### src/design/obb_sphere_overlap_test_core_assert.svh
// Assertion macros for the oriented box / sphere overlap core.
// No dependencies; the including module supplies clk and rst_n.
`ifndef OBB_SPHERE_OVERLAP_TEST_CORE_ASSERT_SVH
`define OBB_SPHERE_OVERLAP_TEST_CORE_ASSERT_SVH
`ifndef SYNTHESIS
// Same-cycle implication, checked outside reset.
`define OBST_CHECK_NOW(lbl, ante, cons) \
    lbl: assert property (@(posedge clk) disable iff (!rst_n) (ante) |-> (cons)) \
        else $error("obst check failed");
// Next-cycle implication, checked outside reset.
`define OBST_CHECK_NEXT(lbl, ante, cons) \
    lbl: assert property (@(posedge clk) disable iff (!rst_n) (ante) |=> (cons)) \
        else $error("obst check failed");
`else
`define OBST_CHECK_NOW(lbl, ante, cons)
`define OBST_CHECK_NEXT(lbl, ante, cons)
`endif
`endif

### src/design/obst_pkg.sv
// Shared types, widths and register indexes for the box / sphere overlap core.
// No dependencies.
package obst_pkg;

    localparam int NSTAGE = 8;

    // Register indexes on the configuration port
    localparam logic [2:0] REG_CENTER_X  = 3'd0;
    localparam logic [2:0] REG_CENTER_Y  = 3'd1;
    localparam logic [2:0] REG_CENTER_Z  = 3'd2;
    localparam logic [2:0] REG_AXIS_A    = 3'd3;
    localparam logic [2:0] REG_AXIS_B    = 3'd4;
    localparam logic [2:0] REG_AXIS_C    = 3'd5;
    localparam logic [2:0] REG_HALF      = 3'd6;

    localparam logic [47:0] AXIS_A_RESET = 48'h0000_0000_4000;
    localparam logic [47:0] AXIS_B_RESET = 48'h0000_4000_0000;
    localparam logic [47:0] AXIS_C_RESET = 48'h4000_0000_0000;

    // Datapath widths (fraction bits in comments)
    localparam int DELTA_W = 25;   // Q.8
    localparam int DOT_W   = 41;   // Q.22
    localparam int SUM_W   = 43;   // Q.22
    localparam int PROJ_W  = 36;   // Q.22 after clamp
    localparam int REB_W   = 52;   // Q.36
    localparam int OFF_W   = 54;   // Q.36
    localparam int OFF8_W  = 26;   // Q.8
    localparam int D_W     = 28;   // Q.8
    localparam int SQ_W    = 55;   // Q.16
    localparam int DIST_W  = 57;   // Q.16
    localparam int R2_W    = 46;   // Q.16

    typedef logic [2:0][23:0] vec3_t;     // x in [0]
    typedef logic [2:0][15:0] axis_t;     // Q1.14 components, x in [0]
    typedef logic [2:0][20:0] half_t;     // Q13.8 half sizes

    typedef logic signed [PROJ_W-1:0] proj_t;
    typedef logic signed [D_W-1:0]    dist_t;

    typedef struct packed {
        logic [15:0] index;
        logic        last;
    } tag_t;

    typedef struct packed {
        logic [NSTAGE-1:0] valid;
        logic [NSTAGE-1:0] en;
    } pipe_ctl_t;

endpackage

### src/design/obst_ctrl.sv
// Valid chain and per-stage load enables for the overlap pipeline.
// Depends on obst_pkg.
module obst_ctrl
    import obst_pkg::*;
(
    input  logic      clk,
    input  logic      rst_n,
    input  logic      in_valid,
    input  logic      out_ready,
    output pipe_ctl_t ctl
);

    logic [NSTAGE-1:0] valid_reg;
    logic [NSTAGE-1:0] valid_next;
    logic [NSTAGE-1:0] en;

    // A stage loads when it is empty or its content moves on
    always_comb
    begin
        en[NSTAGE-1] = !valid_reg[NSTAGE-1] || out_ready;
        for (int i = NSTAGE - 2; i >= 0; i--)
        begin
            en[i] = !valid_reg[i] || en[i+1];
        end
    end

    always_comb
    begin
        valid_next = valid_reg;
        if (en[0])
        begin
            valid_next[0] = in_valid;
        end
        for (int i = 1; i < NSTAGE; i++)
        begin
            if (en[i])
            begin
                valid_next[i] = valid_reg[i-1];
            end
        end
    end

    always_ff @(posedge clk or negedge rst_n)
    begin
        if (!rst_n)
        begin
            valid_reg <= '0;
        end
        else
        begin
            valid_reg <= valid_next;
        end
    end

    assign ctl.valid = valid_reg;
    assign ctl.en    = en;

endmodule

### config.mk
export PLATFORM = sky130hd
export DESIGN_NAME = obst_ctrl
export DESIGN_NICKNAME = d
export VERILOG_FILES = /design/src/design/obb_sphere_overlap_test_core_assert.svh /design/src/design/obst_pkg.sv /design/src/design/obst_ctrl.sv
export SDC_FILE = /design/constraint.sdc
export NUM_CORES = 1
export LEC_CHECK = 0
export ABC_AREA = 1
export BUFFER_PORTS_ARGS = -buffer_cell sky130_fd_sc_hd__buf_2
export CAP_MARGIN = 10
export CORE_AREA = 2 2 39 41
export DETAILED_ROUTE_END_ITERATION = 10
export DIE_AREA = 0 0 41 43
export PLACE_DENSITY = 0.61
export SLEW_MARGIN = 20
export SYNTH_ARGS = -nofsm -noshare
export SYNTH_HDL_FRONTEND = slang
export SYNTH_SLANG_ARGS = --single-unit
### constraint.sdc
create_clock -name clk -period 1 [get_ports clk]
set_clock_uncertainty 0.2 [all_clocks]
set_input_delay 0.15 -clock clk [delete_from_list [all_inputs] [get_ports clk]]
set_output_delay 0.15 -clock clk [all_outputs]
set_load 0.005 [all_outputs]
==> flow_summary_export.csv, run 1 <==
group,metric,value,unit
worst_setup_path,crit_chain,"nand4_4, buf_4, buf_6, nor2_2, inv_1, buf_2",
detailed_routing,drc_errors,0,
die,die_area,1760,µm²
worst_setup_path,cp_num_buf_inv,4,
timing,slew_violations,0,
power,power.density,1690,nW/µm²
timing,period_share,163,%
hold_path,min_path_type,"in2async",
yosys,ys_seq_area_share,57.8,%
clock_tree,clock-root-buffer,"clkbuf_4",
cells_and_area,largest_reg_flops,8,
global_routing,grt_use_total,10.3,%
global_routing,antenna_found_initial,0,
yosys,ys_warn_count,0,
worst_setup_path,crit_arrival,1.28,ns
yosys,syn-cell-area,347,µm²
worst_setup_path,path_class,"reg2out",
detailed_routing,vias_per_cell,4.15,
power,p_switching,0.340,mW
die,fp.dieH,43,µm
cells_and_area,multiInputGateArea,131,µm²
clock_tree,numCtsBuffers,3,
timing,hold_violations,0,
worst_setup_path,path_delay_family,"buffers and inverters",
yosys,synth_top_area_share,57.8,%
yosys,synth_cell_types,10,
die,start_util,25.0,%
placed_design,place.gp.congestion,0.630,
detailed_routing,vias,357,
timing,setup_viol,24,
die,dieWidth,41,µm
timing,final.min_clock_period,1.63,ns
clock_tree,h-tree-depth,1,
placed_design,port_buffers,19,
cells_and_area,areaGrowthSynthToFinish,83.4,%
die,core_area,1380,µm²
placed_design,place_ws,-0.356,ns
global_routing,first_global_vias,326,
power,pwr-share-comb,37.9,%
yosys,syn_nets,38,
power,p_sw_share,31.6,%
timing,setup-tns-final,-7.60,ns
power,ir_drop,745,µV
yosys,yosys.area.top_type,"dfrtp_1",
worst_setup_path,critical_path_required,0.65,ns
detailed_routing,drtAntennaViolNets,0,
yosys,postSynthCellCount,34,
cells_and_area,drive_gt1_share,65.7,%
status,violations,"negative setup slack",
detailed_routing,firstDrtPassIters,1,
worst_setup_path,startpoint_type,"register",
clock_tree,clk_pin_slew_worst_paths,0.06,ns
worst_setup_path,path_max_fanout,3,
worst_setup_path,endpoint_kind,"output pin",
power,pwr-share-clk,22.8,%
detailed_routing,drt-wirelength-per-cell,10.4,µm
status,status,"finished, violations left",
run,maxCapViolations,0,
timing,relSlewSlack,83.1,%
power,cell_internal_pwr,0.736,mW
global_routing,grt_overflow_total,0,
yosys,synth_area_per_cell,10.2,µm²
yosys,ys_ff_latch,8,
cells_and_area,fin_nets,76,
power,pwr-share-seq,39.3,%
timing,fin_ws,-0.634,ns
global_routing,grt_max_degree,9,
clock_tree,cts_sinks,8,
timing,fmax,0.612,GHz
cells_and_area,diodes,0,
yosys,synthTopCellsByArea,"dfrtp_1 (58%), inv_1 (11%), nand2_1 (9.7%)",
timing,worst_pin_slew,0.253,ns
placed_design,hpwlAfterDp,564,µm
die,io_pins,20,
die,rows,14,
global_routing,grt_pass1_wl,1.21,mm
timing,grt_setup_unrepaired,"true",
clock_tree,cts_tree,"yes",
clock_tree,cts_max_path_buffers,2,
power,leakagePower,0.334,nW
detailed_routing,wirelength,893,µm
worst_setup_path,cpMaxStageDelayCell,"dfrtp_1",
detailed_routing,drt_iter0_drc,0,
cells_and_area,fillerInstances,144,
cells_and_area,register_area,201,µm²
clock_tree,clk_latency,0.25,ns
timing,holdWs,0.0594,ns
worst_setup_path,max_stage_delay,0.39,ns
-- what timing repair did --
item / in CTS / in global routing
pin swaps: 2 / 2
setup buffers: 4 / 3
setup endpoints to repair: 22 / 24
cloned: 0 / 0
endpoints found under the hold margin: 9 / 0
resized for setup: 3 / 10
hold buffers: 2 / 0
-- synthesized netlist by cell type --
| master | count |
|---|---|
| nand4_4 | 1 |
| nor2_1 | 1 |
| nand3_1 | 1 |
| inv_1 | 10 |
| nand3_2 | 1 |
| or2_1 | 1 |
| nand4_2 | 1 |
| nor3_4 | 1 |
| dfrtp_1 | 8 |
| nand2_1 | 9 |
-- routing by layer --
| metal | GRT usage (%) | vias up | share of wire (%) | routed length, µm |
|---|---|---|---|---|
| met2 | 16.6 | 17 | 56 | 496 |
| met1 | 11.1 | 167 | 38 | 341 |
| met4 | 6.00 | 0 | 0 | 0 |
| met5 | 0 | - | 0 | 0 |
| li1 | - | 173 | - | - |
| met3 | 3.14 | 0 | 6.3 | 56 |
-- power groups by stage --
stage | logic (mW) | registers (mW) | clock network [mW]
floorplan | 0.138 | 0.432 | 0
global route | 0.456 | 0.433 | 0.277
CTS | 0.349 | 0.422 | 0.251
global placement | 0.309 | 0.424 | 0
finish | 0.408 | 0.423 | 0.246
detailed placement | 0.312 | 0.425 | 0
-- cell usage in the layout, fill, tap and decap left out --
cell type      instances
nand4_2                1
inv_1                  9
nand2_1                5
buf_4                  9
nand2_2                3
nand4_4                1
nand2_4                1
nor2_2                 1
inv_2                  1
or2_1                  1
dfrtp_1                7
nand3_2                2
nor3_4                 1
buf_6                  4
clkbuf_4               3
dfrtp_2                1
dlygate4sd3_1          2
buf_2                 18
-- area by class of cell --
class                           count  share of cell area (%)
Multi-Input combinational cell     16                    20.7
Inverter                           10                    5.91
Sequential cell                     8                    31.7
Tap cell                           16                    3.15
Timing Repair Buffer               33                    35.0
Clock buffer                        3                    3.54
-- path summary, 6_finish.rpt --
path / from / to / slack [ns] / cells after the start
setup / recovery: valid_reg[6] / ctl[4] / -0.63 / 6
hold / removal: rst_n / valid_reg[3] / 0.06 / 2
setup reg to reg: valid_reg[6] / valid_reg[0] / -0.46 / 6
hold reg to reg: valid_reg[3] / valid_reg[4] / 0.30 / 2
max in group asynchronous: rst_n / valid_reg[2] / 0.36 / 2
min in group clk: out_ready / valid_reg[1] / 0.11 / 6
-- through the flow --
step	util, %	instances	power [mW]	instance area, µm²
floorplan	-	34	0.570	347
CTS	41.9	83	1.02	579
global route	45.9	86	1.17	636
detailed placement	36.1	74	0.737	499
global placement	36.1	74	0.733	499
finish	45.9	86	1.08	636
-- kinds of logic after synthesis --
group         after synthesis  share of synthesized area [%]
flops                       8                           57.8
simple gates               16                           31.4
buf+inv                    10                           10.8
(Power assumes the default switching activity.)
==> run 2: changes to the inputs <==
PLACE_DENSITY = default   (was 0.61)
==> run 2 against run 1 <==
  * The run still ends with negative setup slack left
  * Setup slack improved by 0.015 ns
  * Final cell count fell by 2.3%
  * First-iteration DRC count rose by 1
  * Count of clock-buffer cells in the layout did not move
  * Core utilization fell by 1.1 points
  * Largest cell class unchanged
  * Combinational power fell by 5%
  * Sequential share of layout area rose by 0.77 points
  * Clock power fell by 3%
  * Via count fell by 7.0%
  * Critical path type unchanged
  * Sequential cell count did not move
  * Power fell by 2.3%
==> flow_summary_export.csv, run 2 (synthesized netlist as in run 1, its figures left out) <==
group,metric,value,unit
status,status,"finished, violations left",
status,violations,"negative setup slack",
global_routing,grt_use_total,10.6,%
clock_tree,h-tree-depth,1,
clock_tree,clk_pin_slew_worst_paths,0.05,ns
worst_setup_path,cpMaxStageDelayCell,"dfrtp_1",
timing,period_share,162,%
worst_setup_path,reg2reg_slack,-0.44,ns
placed_design,port_buffers,19,
global_routing,grt_overflow_total,0,
cells_and_area,fin_nets,74,
timing,grt_setup_unrepaired,"true",
worst_setup_path,path_class,"reg2out",
clock_tree,clk_latency,0.25,ns
worst_setup_path,r2r-start,"valid_reg[6]",
detailed_routing,drt-wirelength-per-cell,9.38,µm
worst_setup_path,path_max_fanout,5,
die,die_area,1760,µm²
die,dieWidth,41,µm
worst_setup_path,cp_num_cells,4,
timing,worst_pin_slew,0.242,ns
cells_and_area,diodes,0,
timing,holdWs,0.0182,ns
detailed_routing,drtAntennaViolNets,0,
clock_tree,cts_tree,"yes",
worst_setup_path,crit_chain,"nand4_4, nor3_4, nand4_2, buf_2",
timing,final.min_clock_period,1.62,ns
power,ir_drop,682,µV
hold_path,hold-path-cell-count,4,
cells_and_area,fin_cells,84,
die,start_util,25.0,%
detailed_routing,wirelength,788,µm
global_routing,first_global_vias,316,
worst_setup_path,crit_path_start,"valid_reg[6]",
power,power.density,1690,nW/µm²
global_routing,grt_max_degree,9,
worst_setup_path,cp_num_buf_inv,1,
detailed_routing,drt_iter0_drc,1,
placed_design,placed_cells,73,
timing,fmax,0.618,GHz
timing,setup-tns-final,-6.90,ns
clock_tree,numCtsBuffers,3,
timing,setup_viol,24,
timing,hold_violations,0,
worst_setup_path,path_delay_family,"simple AND/OR/NAND/NOR gates",
cells_and_area,final_common_cell,"buf_2",
global_routing,antenna_found_initial,0,
power,leakagePower,0.329,nW
cells_and_area,areaGrowthSynthToFinish,79.1,%
timing,slew_violations,0,
run,maxCapViolations,0,
clock_tree,clock-root-buffer,"clkbuf_4",
detailed_routing,firstDrtPassIters,2,
worst_setup_path,startpoint_type,"register",
worst_setup_path,endpoint_kind,"output pin",
detailed_routing,drc_errors,0,
die,io_pins,20,
clock_tree,cts_max_path_buffers,2,
cells_and_area,final_cell_mix,"buf_2 (16), inv_1 (9), nand2_1 (8), buf_6 (8), dfrtp_1 (7)",
clock_tree,cts_sinks,8,
placed_design,place_ws,-0.360,ns
die,fp.dieH,43,µm
global_routing,grt_pass1_wl,1.18,mm
detailed_routing,vias_per_cell,3.95,
worst_setup_path,critical_path_required,0.65,ns
cells_and_area,largest_reg_flops,8,
placed_design,place.gp.congestion,0.617,
hold_path,min_path_type,"in2reg",
worst_setup_path,r2r_cells,6,
die,core_area,1380,µm²
timing,fin_ws,-0.618,ns
detailed_routing,vias,332,
die,rows,14,
placed_design,hpwlAfterDp,554,µm
worst_setup_path,crit_arrival,1.27,ns
power,total_power,1.05,mW
worst_setup_path,setup.worst_path.end,"ctl[0]",
timing,relSlewSlack,83.8,%
cells_and_area,drive_gt1_share,57.4,%
worst_setup_path,max_stage_delay,0.40,ns
worst_setup_path,reg2reg_to,"valid_reg[0]",
## run 2: worst min-delay path by stage
stage,startpoint,end
after floorplan,rst_n,valid_reg[0]
after global routing,out_ready,valid_reg[7]
after CTS,out_ready,valid_reg[7]
after detailed placement,rst_n,valid_reg[4]
final,out_ready,valid_reg[7]
after global placement,rst_n,valid_reg[4]
## run 2: power by group
part | switching, mW | internal (mW) | leakage, nW
combinational | 0.169 | 0.220 | 0.235
sequential | 0.0473 | 0.376 | 0.0805
clock | 0.103 | 0.137 | 0.0138
total | 0.319 | 0.733 | 0.329
## run 2: cell type report
| cell class | count | area, µm² |
|---|---|---|
| fill | 146 | 763 |
| clock buffer | 3 | 22.5 |
| timing repair buffer | 31 | 228 |
| inverter | 10 | 37.5 |
| multi-input combinational | 16 | 111 |
| tap | 16 | 20.0 |
| sequential | 8 | 201 |
## run 2: worst register-to-register path: stages (launching register included)
cell,delay [ns]
dfrtp_1,0.40
nand4_4,0.13
nor3_4,0.22
nand4_2,0.13
buf_4,0.15
buf_4,0.12
nand2_1,0.04
## run 2: metrics by stage
step | utilization [%] | cell area (µm²)
6_report | 44.8 | 621
5_1_grt | 44.8 | 621
4_1_cts | 42.0 | 581
3_5_place_dp | 35.5 | 492
3_3_place_gp | 35.5 | 492
2_1_floorplan | - | 347
## run 2: timing repair
item	in CTS	in global routing
hold buffers	2	0
cloned	0	0
buffers inserted	4	3
resized for setup	4	8
pin swaps	0	1
endpoints found under the hold margin	10	0
setup endpoints to repair	23	24
## run 2: routing by layer
| layer | vias up | wire length [µm] | track usage (%) |
|---|---|---|---|
| li1 | 171 | - | - |
| met1 | 144 | 298 | 10.3 |
| met4 | 0 | 0 | 8.00 |
| met2 | 17 | 417 | 16.6 |
| met3 | 0 | 72 | 4.71 |
| met5 | - | 0 | 0 |
